**src/hdl/hfsc_pkg.sv**
```systemverilog
`timescale 1ns / 1ps
// Shared types and constants of the hashed frame slot cache.
package hfsc_pkg;

  typedef struct packed {
    logic [31:0] frame_address;
    logic [15:0] frame_bytes;
  } in_item_t;

  typedef struct packed {
    logic [2:0] slot_index;
    logic       was_hit;
    logic [1:0] status;
  } out_item_t;

  localparam logic [1:0] STATUS_OK        = 2'd0;
  localparam logic [1:0] STATUS_TOO_LARGE = 2'd1;
  localparam logic [1:0] STATUS_ADDR_ZERO = 2'd2;

  localparam logic [15:0] CAP_RESET = 16'd5120;
  localparam logic [31:0] HASH_MULT = 32'h045d9f3b;

endpackage

```
**src/hdl/hfsc_hash.sv**
```systemverilog
`timescale 1ns / 1ps
// Multi-cycle home bucket hash: mix, multiply and a compare-and-subtract fold into the bucket range.
module hfsc_hash #(
  parameter int BUCKET_COUNT = 16
) (
  input  logic                            clk,
  input  logic                            rst_n,
  input  logic                            go,
  input  logic [31:0]                     key,
  output logic                            done,
  output logic [$clog2(BUCKET_COUNT)-1:0] home
);

  localparam int BW = $clog2(BUCKET_COUNT);

  localparam logic [1:0] H_IDLE = 2'd0;
  localparam logic [1:0] H_MUL  = 2'd1;
  localparam logic [1:0] H_MIX  = 2'd2;

  logic [1:0]    state_r, state_nxt;
  logic [31:0]   k_r, k_nxt;
  logic [31:0]   m_r, m_nxt;
  logic          done_r, done_nxt;
  logic [BW-1:0] home_r, home_nxt;
  logic [31:0]   kx;
  logic [31:0]   mx;
  logic [BW:0]   fold;

  always_comb begin
    state_nxt = state_r;
    k_nxt     = k_r;
    m_nxt     = m_r;
    done_nxt  = 1'b0;
    home_nxt  = home_r;
    kx        = k_r ^ (k_r >> 16);
    mx        = m_r ^ (m_r >> 16);
    fold      = {1'b0, mx[BW-1:0]};
    if (fold >= (BW+1)'(BUCKET_COUNT)) begin
      fold = fold - (BW+1)'(BUCKET_COUNT);
    end
    unique case (state_r)
      H_IDLE: begin
        if (go) begin
          k_nxt     = key;
          state_nxt = H_MUL;
        end
      end
      H_MUL: begin
        m_nxt     = kx * hfsc_pkg::HASH_MULT;
        state_nxt = H_MIX;
      end
      H_MIX: begin
        home_nxt  = fold[BW-1:0];
        done_nxt  = 1'b1;
        state_nxt = H_IDLE;
      end
      default: state_nxt = H_IDLE;
    endcase
  end

  always_ff @(posedge clk) begin
    if (!rst_n) begin
      state_r <= H_IDLE;
      done_r  <= 1'b0;
    end else begin
      state_r <= state_nxt;
      done_r  <= done_nxt;
    end
  end

  always_ff @(posedge clk) begin
    k_r    <= k_nxt;
    m_r    <= m_nxt;
    home_r <= home_nxt;
  end

  assign done = done_r;
  assign home = home_r;

endmodule

```
**src/hdl/hfsc_bucket_mem.sv**
```systemverilog
`timescale 1ns / 1ps
// Bucket store: entry memory with registered read and per-bucket occupied flags.
module hfsc_bucket_mem #(
  parameter int BUCKET_COUNT = 16,
  parameter int SLOT_COUNT   = 8,
  parameter int ADDRESS_BITS = 32
) (
  input  logic                            clk,
  input  logic                            rst_n,
  input  logic [$clog2(BUCKET_COUNT)-1:0] rd_addr,
  output logic                            rd_vld,
  output logic [ADDRESS_BITS-1:0]         rd_key,
  output logic [$clog2(SLOT_COUNT)-1:0]   rd_slot,
  output logic [$clog2(BUCKET_COUNT)-1:0] rd_home,
  input  logic                            wr_en,
  input  logic [$clog2(BUCKET_COUNT)-1:0] wr_addr,
  input  logic [ADDRESS_BITS-1:0]         wr_key,
  input  logic [$clog2(SLOT_COUNT)-1:0]   wr_slot,
  input  logic [$clog2(BUCKET_COUNT)-1:0] wr_home,
  input  logic                            clr_en,
  input  logic [$clog2(BUCKET_COUNT)-1:0] clr_addr
);

  localparam int BW = $clog2(BUCKET_COUNT);
  localparam int SW = $clog2(SLOT_COUNT);
  localparam int EW = ADDRESS_BITS + SW + BW;

  logic [EW-1:0]           mem [BUCKET_COUNT];
  logic [BUCKET_COUNT-1:0] vld_r;
  logic                    rd_vld_r;
  logic [EW-1:0]           rd_data_r;

  always_ff @(posedge clk) begin
    if (!rst_n) begin
      vld_r    <= '0;
      rd_vld_r <= 1'b0;
    end else begin
      rd_vld_r <= vld_r[rd_addr];
      if (clr_en) begin
        vld_r[clr_addr] <= 1'b0;
      end
      if (wr_en) begin
        vld_r[wr_addr] <= 1'b1;
      end
    end
  end

  always_ff @(posedge clk) begin
    if (wr_en) begin
      mem[wr_addr] <= {wr_key, wr_slot, wr_home};
    end
    rd_data_r <= mem[rd_addr];
  end

  assign rd_vld  = rd_vld_r;
  assign rd_key  = rd_data_r[EW-1 -: ADDRESS_BITS];
  assign rd_slot = rd_data_r[BW +: SW];
  assign rd_home = rd_data_r[BW-1:0];

endmodule

```
**src/hdl/hashed_frame_slot_cache_core.sv**
```systemverilog
`timescale 1ns / 1ps
// Top level of the hashed frame slot cache: probe sequencer, slot owners and result register.
//
//   channel  | ports                      | handshake
//   ---------+----------------------------+-----------------------------------
//   request  | start, busy, in_item       | taken when start is high, busy low
//   result   | out_strobe, out_item       | one-cycle strobe, no back pressure
//   config   | cfg_valid, cfg_ready, cfg_data | written when valid and ready
//
// One item is worked on at a time; busy stays high until its result is shown.
// A zero address answers in the cycle after the request. Otherwise a lookup runs
// the hash and then probes buckets from the home bucket on; a miss that evicts
// adds a second hash, the search for the old address, a scan of the buckets
// after it to shift entries back, and the insert probe. Reset is synchronous and
// needs no clearing pass. Results cannot be stalled.
module hashed_frame_slot_cache_core #(
  parameter int SLOT_COUNT   = 8,
  parameter int BUCKET_COUNT = 16,
  parameter int ADDRESS_BITS = 32
) (
  input  logic                 clk,
  input  logic                 rst_n,
  input  logic                 start,
  output logic                 busy,
  input  hfsc_pkg::in_item_t   in_item,
  output logic                 out_strobe,
  output hfsc_pkg::out_item_t  out_item,
  input  logic                 cfg_valid,
  output logic                 cfg_ready,
  input  logic [15:0]          cfg_data
);

  localparam int BW = $clog2(BUCKET_COUNT);
  localparam int SW = $clog2(SLOT_COUNT);
  localparam int AW = ADDRESS_BITS;

  localparam logic [2:0] S_IDLE     = 3'd0;
  localparam logic [2:0] S_HASHA    = 3'd1;
  localparam logic [2:0] S_PROBE_RD = 3'd2;
  localparam logic [2:0] S_PROBE    = 3'd3;
  localparam logic [2:0] S_OWN      = 3'd4;
  localparam logic [2:0] S_HASHO    = 3'd5;
  localparam logic [2:0] S_SHIFT    = 3'd6;

  localparam logic [1:0] M_FIND  = 2'd0;
  localparam logic [1:0] M_RFIND = 2'd1;
  localparam logic [1:0] M_INS   = 2'd2;

  logic [2:0]          state_r, state_nxt;
  logic [1:0]          mode_r, mode_nxt;
  logic [AW-1:0]       key_r, key_nxt;
  logic [AW-1:0]       pk_r, pk_nxt;
  logic [15:0]         bytes_r, bytes_nxt;
  logic [15:0]         cap_r, cap_nxt;
  logic [BW-1:0]       ha_r, ha_nxt;
  logic [BW-1:0]       p_r, p_nxt;
  logic [BW-1:0]       i_r, i_nxt;
  logic [BW-1:0]       hole_r, hole_nxt;
  logic [SW-1:0]       slot_r, slot_nxt;
  logic [SW-1:0]       victim_r, victim_nxt;
  logic                out_strobe_r, out_strobe_nxt;
  hfsc_pkg::out_item_t out_item_r, out_item_nxt;

  logic [AW-1:0]       owner_mem [SLOT_COUNT];
  logic [SLOT_COUNT-1:0] owner_vld_r;
  logic [AW-1:0]       owner_rd_r;
  logic                owner_rdv_r;
  logic                own_we;

  logic                hash_go;
  logic [31:0]         hash_key;
  logic                hash_done;
  logic [BW-1:0]       hash_home;

  logic [BW-1:0]       rd_addr;
  logic                rd_vld;
  logic [AW-1:0]       rd_key;
  logic [SW-1:0]       rd_slot;
  logic [BW-1:0]       rd_home;
  logic                wr_en;
  logic [BW-1:0]       wr_addr;
  logic [AW-1:0]       wr_key;
  logic [SW-1:0]       wr_slot;
  logic [BW-1:0]       wr_home;
  logic                clr_en;
  logic [BW-1:0]       clr_addr;

  logic [AW-1:0]       in_addr;
  logic                match;
  logic                last;
  logic [BW-1:0]       p_inc;
  logic                ins_start;

  function automatic logic [2:0] to_out_slot(input logic [SW-1:0] s);
    logic [SW+2:0] t;
    t = {3'b000, s};
    return t[2:0];
  endfunction

  function automatic logic [BW-1:0] probe_dist(input logic [BW-1:0] x,
                                               input logic [BW-1:0] h);
    logic [BW:0] d;
    d = {1'b0, x} + (BW+1)'(BUCKET_COUNT) - {1'b0, h};
    if (d >= (BW+1)'(BUCKET_COUNT)) begin
      d = d - (BW+1)'(BUCKET_COUNT);
    end
    return d[BW-1:0];
  endfunction

  hfsc_hash #(
    .BUCKET_COUNT(BUCKET_COUNT)
  ) u_hash (
    .clk  (clk),
    .rst_n(rst_n),
    .go   (hash_go),
    .key  (hash_key),
    .done (hash_done),
    .home (hash_home)
  );

  hfsc_bucket_mem #(
    .BUCKET_COUNT(BUCKET_COUNT),
    .SLOT_COUNT  (SLOT_COUNT),
    .ADDRESS_BITS(ADDRESS_BITS)
  ) u_bucket_mem (
    .clk     (clk),
    .rst_n   (rst_n),
    .rd_addr (rd_addr),
    .rd_vld  (rd_vld),
    .rd_key  (rd_key),
    .rd_slot (rd_slot),
    .rd_home (rd_home),
    .wr_en   (wr_en),
    .wr_addr (wr_addr),
    .wr_key  (wr_key),
    .wr_slot (wr_slot),
    .wr_home (wr_home),
    .clr_en  (clr_en),
    .clr_addr(clr_addr)
  );

  assign in_addr = in_item.frame_address[AW-1:0];
  assign match   = rd_vld && (rd_key == pk_r);
  assign last    = (i_r == BW'(BUCKET_COUNT - 1));
  assign p_inc   = (p_r == BW'(BUCKET_COUNT - 1)) ? '0 : p_r + BW'(1);

  always_comb begin
    state_nxt      = state_r;
    mode_nxt       = mode_r;
    key_nxt        = key_r;
    pk_nxt         = pk_r;
    bytes_nxt      = bytes_r;
    cap_nxt        = (cfg_valid && cfg_ready) ? cfg_data : cap_r;
    ha_nxt         = ha_r;
    p_nxt          = p_r;
    i_nxt          = i_r;
    hole_nxt       = hole_r;
    slot_nxt       = slot_r;
    victim_nxt     = victim_r;
    out_strobe_nxt = 1'b0;
    out_item_nxt   = out_item_r;
    hash_go        = 1'b0;
    hash_key       = 32'(key_r);
    rd_addr        = p_r;
    wr_en          = 1'b0;
    wr_addr        = p_r;
    wr_key         = key_r;
    wr_slot        = slot_r;
    wr_home        = ha_r;
    clr_en         = 1'b0;
    clr_addr       = p_r;
    own_we         = 1'b0;
    ins_start      = 1'b0;

    unique case (state_r)
      S_IDLE: begin
        if (start) begin
          key_nxt   = in_addr;
          bytes_nxt = in_item.frame_bytes;
          if (in_addr == '0) begin
            out_strobe_nxt = 1'b1;
            out_item_nxt   = '{slot_index: 3'd0, was_hit: 1'b0,
                               status: hfsc_pkg::STATUS_ADDR_ZERO};
          end else begin
            hash_go   = 1'b1;
            hash_key  = 32'(in_addr);
            state_nxt = S_HASHA;
          end
        end
      end
      S_HASHA: begin
        if (hash_done) begin
          ha_nxt    = hash_home;
          p_nxt     = hash_home;
          i_nxt     = '0;
          pk_nxt    = key_r;
          mode_nxt  = M_FIND;
          state_nxt = S_PROBE_RD;
        end
      end
      S_PROBE_RD: begin
        state_nxt = S_PROBE;
      end
      S_PROBE: begin
        unique case (mode_r)
          M_FIND: begin
            if (match) begin
              out_strobe_nxt = 1'b1;
              out_item_nxt   = '{slot_index: to_out_slot(rd_slot), was_hit: 1'b1,
                                 status: hfsc_pkg::STATUS_OK};
              state_nxt      = S_IDLE;
            end else if (!rd_vld || last) begin
              if (bytes_r > cap_r) begin
                out_strobe_nxt = 1'b1;
                out_item_nxt   = '{slot_index: 3'd0, was_hit: 1'b0,
                                   status: hfsc_pkg::STATUS_TOO_LARGE};
                state_nxt      = S_IDLE;
              end else begin
                slot_nxt   = victim_r;
                victim_nxt = (victim_r == SW'(SLOT_COUNT - 1)) ? '0 : victim_r + SW'(1);
                state_nxt  = S_OWN;
              end
            end else begin
              p_nxt   = p_inc;
              i_nxt   = i_r + BW'(1);
              rd_addr = p_inc;
            end
          end
          M_RFIND: begin
            if (match) begin
              clr_en    = 1'b1;
              clr_addr  = p_r;
              hole_nxt  = p_r;
              p_nxt     = p_inc;
              i_nxt     = BW'(1);
              rd_addr   = p_inc;
              state_nxt = S_SHIFT;
            end else if (!rd_vld || last) begin
              ins_start = 1'b1;
            end else begin
              p_nxt   = p_inc;
              i_nxt   = i_r + BW'(1);
              rd_addr = p_inc;
            end
          end
          M_INS: begin
            if (match || !rd_vld || last) begin
              wr_en          = match || !rd_vld;
              own_we         = 1'b1;
              out_strobe_nxt = 1'b1;
              out_item_nxt   = '{slot_index: to_out_slot(slot_r), was_hit: 1'b0,
                                 status: hfsc_pkg::STATUS_OK};
              state_nxt      = S_IDLE;
            end else begin
              p_nxt   = p_inc;
              i_nxt   = i_r + BW'(1);
              rd_addr = p_inc;
            end
          end
          default: state_nxt = S_IDLE;
        endcase
      end
      S_OWN: begin
        if (owner_rdv_r) begin
          pk_nxt    = owner_rd_r;
          hash_go   = 1'b1;
          hash_key  = 32'(owner_rd_r);
          state_nxt = S_HASHO;
        end else begin
          ins_start = 1'b1;
        end
      end
      S_HASHO: begin
        if (hash_done) begin
          p_nxt     = hash_home;
          i_nxt     = '0;
          mode_nxt  = M_RFIND;
          state_nxt = S_PROBE_RD;
        end
      end
      S_SHIFT: begin
        if (!rd_vld) begin
          ins_start = 1'b1;
        end else begin
          if (probe_dist(hole_r, rd_home) < probe_dist(p_r, rd_home)) begin
            wr_en    = 1'b1;
            wr_addr  = hole_r;
            wr_key   = rd_key;
            wr_slot  = rd_slot;
            wr_home  = rd_home;
            clr_en   = 1'b1;
            clr_addr = p_r;
            hole_nxt = p_r;
          end
          if (last) begin
            ins_start = 1'b1;
          end else begin
            p_nxt   = p_inc;
            i_nxt   = i_r + BW'(1);
            rd_addr = p_inc;
          end
        end
      end
      default: state_nxt = S_IDLE;
    endcase

    if (ins_start) begin
      p_nxt     = ha_r;
      i_nxt     = '0;
      pk_nxt    = key_r;
      mode_nxt  = M_INS;
      state_nxt = S_PROBE_RD;
    end
  end

  always_ff @(posedge clk) begin
    if (!rst_n) begin
      state_r      <= S_IDLE;
      mode_r       <= M_FIND;
      cap_r        <= hfsc_pkg::CAP_RESET;
      victim_r     <= '0;
      out_strobe_r <= 1'b0;
      owner_vld_r  <= '0;
      owner_rdv_r  <= 1'b0;
    end else begin
      state_r      <= state_nxt;
      mode_r       <= mode_nxt;
      cap_r        <= cap_nxt;
      victim_r     <= victim_nxt;
      out_strobe_r <= out_strobe_nxt;
      owner_rdv_r  <= owner_vld_r[victim_r];
      if (own_we) begin
        owner_vld_r[slot_r] <= 1'b1;
      end
    end
  end

  always_ff @(posedge clk) begin
    key_r      <= key_nxt;
    pk_r       <= pk_nxt;
    bytes_r    <= bytes_nxt;
    ha_r       <= ha_nxt;
    p_r        <= p_nxt;
    i_r        <= i_nxt;
    hole_r     <= hole_nxt;
    slot_r     <= slot_nxt;
    out_item_r <= out_item_nxt;
  end

  always_ff @(posedge clk) begin
    if (own_we) begin
      owner_mem[slot_r] <= key_r;
    end
    owner_rd_r <= owner_mem[victim_r];
  end

  assign busy       = (state_r != S_IDLE);
  assign cfg_ready  = (state_r == S_IDLE);
  assign out_strobe = out_strobe_r;
  assign out_item   = out_item_r;

  a_err_fields_zero: assert property (@(posedge clk) disable iff (!rst_n)
    (out_strobe && out_item.status != hfsc_pkg::STATUS_OK)
      |-> (out_item.slot_index == 3'd0 && !out_item.was_hit))
    else $error("error result carries a slot or a hit flag");

  a_zero_addr_reply: assert property (@(posedge clk) disable iff (!rst_n)
    (start && !busy && in_addr == '0)
      |=> (out_strobe && out_item.status == hfsc_pkg::STATUS_ADDR_ZERO))
    else $error("zero address request did not answer in the next cycle");

  a_result_when_idle: assert property (@(posedge clk) disable iff (!rst_n)
    out_strobe |-> !busy)
    else $error("result shown while the sequencer is still busy");

  a_victim_range: assert property (@(posedge clk) disable iff (!rst_n)
    victim_r <= SW'(SLOT_COUNT - 1))
    else $error("victim pointer out of range");

endmodule

```
**config.mk**
```make
export PLATFORM = sky130hd
export DESIGN_NAME = hashed_frame_slot_cache_core
export DESIGN_NICKNAME = d
export VERILOG_FILES = /design/src/hdl/hfsc_pkg.sv /design/src/hdl/hfsc_hash.sv /design/src/hdl/hfsc_bucket_mem.sv /design/src/hdl/hashed_frame_slot_cache_core.sv
export SDC_FILE = /design/constraint.sdc
export NUM_CORES = 2
export LEC_CHECK = 0
export ABC_AREA = 0
export BUFFER_PORTS_ARGS = -buffer_cell sky130_fd_sc_hd__buf_4
export CORE_MARGIN = 2
export CORE_UTILIZATION = 60
export CTS_CLUSTER_SIZE = 24
export DETAILED_ROUTE_END_ITERATION = 16
export PLACE_DENSITY = 0.76
export SYNTH_ARGS = -nofsm -noshare
export SYNTH_HDL_FRONTEND = slang
export SYNTH_SLANG_ARGS = --single-unit
```
**constraint.sdc**
```tcl
create_clock -name clk -period 18.5 [get_ports clk]
set_clock_uncertainty 0.2 [all_clocks]
set_input_delay 0.925 -clock clk [delete_from_list [all_inputs] [get_ports clk]]
set_output_delay 0.925 -clock clk [all_outputs]
set_load 0.02 [all_outputs]
```
Yosys cells after proc, flatten, opt, wreduce, memory -nomap -nowiden
Memories as Yosys holds them, arrays and structs flattened. A register that Yosys moved wholly into a read port is not among the register bits.
Cells that the tools add are included.

operators by class
  $add $sub $neg = 9
  $mul = 1
  $lt $le $gt $ge = 12
  equality and inequality tests = 45
  muxes and demuxes = 126
  bitwise gates (word level) = 10
  reduce and logical (&&, ||, !) cells = 36

operator list
  cell                                                 count
  2-to-1 mux 32 bit                                    9
  2-to-1 mux 4 bit                                     32
  case mux 32 bit (2 select lines)                     2
  2-to-1 mux 16 bit                                    3
  case mux 4 bit (3 select lines)                      4
  2-to-1 mux 3 bit                                     13
  2-to-1 mux 6 bit                                     6
  2-to-1 mux 1 bit                                     33
  equality test 32 bit                                 1
  zero test 32 bit                                     1
  multiplier 32 x 27 -> 20 bit, second input constant  1
  bitwise XOR 32 x 16 -> 32 bit                        1
  case mux 6 bit (2 select lines)                      2
  != test 3 bit, second input constant                 6
  case mux 3 bit (6 select lines)                      1
  bitwise AND 16 bit                                   1
  > comparator 16 bit                                  1
  != test 2 bit, second input constant                 8
  != test 4 bit, second input constant                 4
  NOT 16 bit                                           1
  OR 16 bit                                            1
  case mux 4 bit (2 select lines)                      2
  AND reduction 8 bit                                  2
  < comparator 4 x 5 -> 1 bit, second input constant   3
  other kinds (46)                                     101

word-level totals
  bits in registers = 215
  memory bits (writable) = 880
  input port bits = 68
  logic and storage cells = 268
  memories = 2

memory list
  memory            depth  bits a word  read ports  clocked after Yosys merged registers in  wr ports  line                                RTL
  u_bucket_mem.mem  16     39           1           1                                        1         hfsc_bucket_mem.sv:28               logic [EW-1:0] mem [BUCKET_COUNT];
  owner_mem         8      32           1           1                                        1         hashed_frame_slot_cache_core.sv:64  logic [AW-1:0] owner_mem [SLOT_COUNT];

Logic depth before layout (Yosys ltp)
  depth in word-level cells = 16
  gate-level depth with buffers = 23
  mapped depth without buffers = 23

By module
Synthesis repeated with hierarchy kept, for this count alone.

second synthesis, totals
  cell total of the unflattened synthesis = 2,841
  area, all modules = 49,916.6 um^2

modules (own cells, without submodules)
  module                        times used  cells each  area each (um^2)  sequential area each (um^2)
  hfsc_bucket_mem               1           1,098       25,236.7          19,859.0
  hashed_frame_slot_cache_core  1           1,309       19,421.1          12,121.6
  hfsc_hash                     1           434         5,258.8           1,381.3

Least setup slack after synthesis
Ideal clock, no wire load.

  path kind = flip-flop to flip-flop
  from = reg u_hash.k_r[21]
  to = reg u_hash.m_r[18] (data pin)
  library setup time = 195 ps
  arrival = 5,706 ps
  required time = 18,105 ps
  path slack = 12,399 ps
  cell stages (with the launch flop) = 19
  cell sequence = edfxtp_1 xor2_1 inv_1 fa_1 inv_1 fa_1 inv_1 fa_1 inv_1 fa_1 fa_1 fa_1 fa_1 ha_1 a21o_1 a21oi_1 and3b_1 or3b_2 o311ai_0

between the ends
  longest elaborated chain between the ends = 2

ends and longest elaborated chain
  what                           line             RTL
  start: declaration             hfsc_hash.sv:21  logic [31:0] k_r, k_nxt;
  start signal: assignment       hfsc_hash.sv:72  k_r <= k_nxt;
  bitwise XOR 32 x 16 -> 32 bit  hfsc_hash.sv:35  kx = k_r ^ (k_r >> 16);
  multiplier 32 x 27 -> 20 bit   hfsc_hash.sv:49  m_nxt = kx * hfsc_pkg::HASH_MULT;
  end signal: assignment         hfsc_hash.sv:73  m_r <= m_nxt;
  end: declaration               hfsc_hash.sv:22  logic [31:0] m_r, m_nxt;

No other way between the ends.
A chain may end at the register's enable or synchronous reset.

Worst setup path after layout
  from = reg u_hash.k_r[23]
  to = reg u_hash.m_r[18] (data pin)

Same word-level chain as after synthesis.

==> results_dict.tcl <==
set metrics [dict create \
    portBuffers 76 \
    worst_hold_path_type "primary input to register" \
    synth_top_cell_area_share 0.605 \
    slowest_delay_ns 0.63 \
    rr_endpoint "u_hash.m_r[18]" \
    fmax_ghz 0.149 \
    syn-num-nets 3705 \
    path_max_fanout 5 \
    cts_tree "yes" \
    setup_viol 0 \
    critPathLaunchType "register" \
    period_share 0.363 \
    antenna_cells 0 \
    cts-buffers-inserted 110 \
    layout.cells.non_filler 4732 \
    routed_via_density 6.29 \
    slowest_stage "xor2_1" \
    rr_worst_depth 17 \
    clk_pin_slew_ns 0.06 \
    grt-ovfl-total 0 \
    area_delta_synth_final_pct 10.8 \
    die_h_um 295 \
    synthFlopType "edfxtp_1" \
    reg2reg_from "u_hash.k_r[23]" \
    clkLatencyLatePin_ns 0.71 \
    cp_common_cell "fa_1" \
    netlist_area_um2 50800 \
    first_iter_violations 3597 \
    required_ns 18.75 \
    cts_hold_buf 0 \
    async_reset_ff_frac 0 \
    rsz0062_at_grt "no" \
    syn_inst 3440 \
    setup.worst_path.end "u_hash.m_r[18]" \
    worst-path-stages 17 \
    period_needed_ns 6.71 \
    cp_top_family "adder cells" \
    fp.dieW_um 295 \
    placementRows 106 \
    grt_pass1_wl_um 182000 \
    antenna_found_initial 4 \
    yosysTopAreaCell "edfxtp_1" \
    placed_area_um2 52600 \
    drv_cap 0 \
    cts.repair.resized 0 \
    utilization 0.672 \
    ys_top_cells_by_area "edfxtp_1, dfxtp_1, mux2i_1, fa_1, mux4_2" \
    wl_per_cell_um 25.7 \
    cts_setup_buffers 0 \
    die_area_um2 87100 \
    grt_max_degree 170 \
    hold_violations 0 \
    num_vias 29800 \
    ys_ff_latch 1154 \
    clockBufferDepth 3 \
    ys_types 73 \
    fin_nets 3765 \
    arrival_ns 6.96 \
    synth_seq_area_share 0.656 \
    crit_chain "xor2_1 -> inv_1 -> fa_1 -> fa_1 -> fa_1 -> inv_1 -> fa_1 -> inv_1 -> fa_1 -> fa_1 -> inv_1 -> fa_1 -> ha_1 -> a21oi_1 -> and3b_1 -> or3b_2 -> o311ai_0" \
    drv_slew 0 \
    postRouteAntennaNets 0 \
    synth_most_common_cell "edfxtp_1" \
    cts_sinks 1154 \
    cts-root-buf "clkbuf_16" \
    core_area_um2 83800 \
    start_util 0.606 \
    crit_start "u_hash.k_r[23]" \
    worst_setup_path_end_kind "register" \
    drive_gt1_frac 0.153 \
    wl_um 122000 \
    final_area_um2 56300 \
    slew_headroom 0.142 \
    grt_pass1_vias 29800 \
    place_inst 4522 \
    setup_tns_ns 0 \
    grt_use_total 0.281 \
    tightestPinTransition_ns 1.28 \
    dp_hpwl_um 70900 \
    ios 77 \
    synth_edf_count 1025 \
    synth.avg_cell_area_um2 14.8 \
    crit_type "register to register" \
    ctsHtreeMaxLevel 3 \
    crit_buf_inv 4 \
    first_pass_iters 6 \
    yosysWarnings 0 \
    worst-r2r-setup-slack_ns 11.79 \
    drc 0 \
    netlist_top_cells_count "edfxtp_1, nand2_1, mux2i_1, inv_1, nor2_1" \
    status "finished clean" \
    place.gp.congestion 0.912 \
]
## worst min-delay path by stage
stage / depth (start not counted) / slack (ns) / from / end
3_3_place_gp: 1 / 0.24 / owner_vld_r[5] / owner_vld_r[5]
6_report: 1 / 0.20 / in_item[12] / bytes_r[12]
5_1_grt: 1 / 0.18 / in_item[1] / bytes_r[1]
2_1_floorplan: 0 / 0.23 / u_hash.home[3] / ha_r[3]
4_1_cts: 1 / 0.17 / in_item[8] / bytes_r[8]
3_5_place_dp: 2 / 0.26 / cap_r[7] / cap_r[7]
## sequential cells by signal (all words and copies together) (netlist names), 6 cells and up
| signal | count |
|---|---|
| pk_r | 32 |
| owner_mem | 256 |
| u_bucket_mem.vld_r | 16 |
| u_hash.k_r | 32 |
| u_bucket_mem.mem | 624 |
| bytes_r | 16 |
| owner_rd_r | 32 |
| out_item | 6 |
| owner_vld_r | 8 |
| u_bucket_mem.rd_data_r | 39 |
| key_r | 32 |
| cap_r | 16 |
| u_hash.m_r | 8 |
## layout by cell type, fill, tap and decap left out, types with 8 or more instances in the layout
| cell | instances |
|---|---|
| bufinv_16 | 10 |
| a21o_1 | 18 |
| nor4_1 | 12 |
| nand2b_1 | 8 |
| a21boi_0 | 25 |
| fa_1 | 83 |
| nand3_1 | 10 |
| dfxtp_1 | 124 |
| buf_4 | 126 |
| a221oi_1 | 35 |
| edfxtp_1 | 1025 |
| xnor2_1 | 54 |
| ha_1 | 114 |
| o21ai_0 | 56 |
| nand2_1 | 384 |
| clkbuf_8 | 14 |
| mux2_2 | 130 |
| and2_1 | 85 |
| nor3_1 | 11 |
| xor2_1 | 42 |
| nand4_1 | 14 |
| and3_1 | 9 |
| o21a_1 | 37 |
| a221o_1 | 40 |
| a31oi_1 | 93 |
| clkbuf_1 | 24 |
| nor2_1 | 116 |
| inv_1 | 157 |
| clkinv_2 | 23 |
| mux4_2 | 66 |
| o22ai_1 | 44 |
| clkbuf_16 | 110 |
| mux2i_1 | 206 |
| nor2_4 | 23 |
| a21oi_1 | 46 |
| clkinv_1 | 16 |
| a211oi_1 | 83 |
| nor2b_1 | 11 |
| mux2_1 | 12 |
## stage by stage
stage,worst slack (ns),hold WS (ns)
floorplan,12.40,0.226
global placement,11.79,0.241
CTS,11.74,0.173
finish,11.79,0.200
global route,11.42,0.182
detailed placement,11.78,0.258
## logic make-up (layout without fill, tap and decap cells)
| family | after synthesis | count (layout) | synth area share |
|---|---|---|---|
| flip-flops | 1154 | 1154 | 0.656 |
| AND/OR/NAND/NOR | 723 | 723 | 0.0637 |
| adder cells (fa/ha/maj) | 197 | 197 | 0.0607 |
| buffers and inverters | 339 | 497 | 0.0294 |
| AO/OA/AOI/OAI | 516 | 516 | 0.0718 |
| multiplexers | 415 | 415 | 0.102 |
| XOR/XNOR | 96 | 96 | 0.0165 |
## worst register-to-register path, stage by stage (launching register included)
cell and delay [ns]:
edfxtp_1 0.37, xor2_1 0.63, inv_1 0.32, fa_1 0.59, fa_1 0.44, fa_1 0.52, inv_1 0.06, fa_1 0.53
inv_1 0.05, fa_1 0.46, fa_1 0.50, inv_1 0.05, fa_1 0.44, ha_1 0.33, a21oi_1 0.25, and3b_1 0.21
or3b_2 0.43, o311ai_0 0.10
## per-layer routing
layer | track usage | share of wire | up-vias
met3 | 0.0367 | 0.076 | 237
met1 | 0.391 | 0.41 | 15100
met4 | 0.0966 | 0.033 | 4
met5 | 0 | 0.00023 | -
met2 | 0.462 | 0.48 | 1406
li1 | - | - | 13000
## area by class of cell
| cell class | instances | area [µm²] |
|---|---|---|
| Clock buffer | 148 | 3040 |
| Clock inverter | 62 | 681 |
| Fill cell | 5665 | 27500 |
| Inverter | 158 | 593 |
| Multi-Input combinational cell | 1947 | 16200 |
| Sequential cell | 1154 | 33400 |
| Tap cell | 1134 | 1420 |
| Timing Repair Buffer | 129 | 1010 |
Power is left out: the tool's default activity adds up to more than one toggle a clock period on the data nets, which glitch-free logic cannot reach.
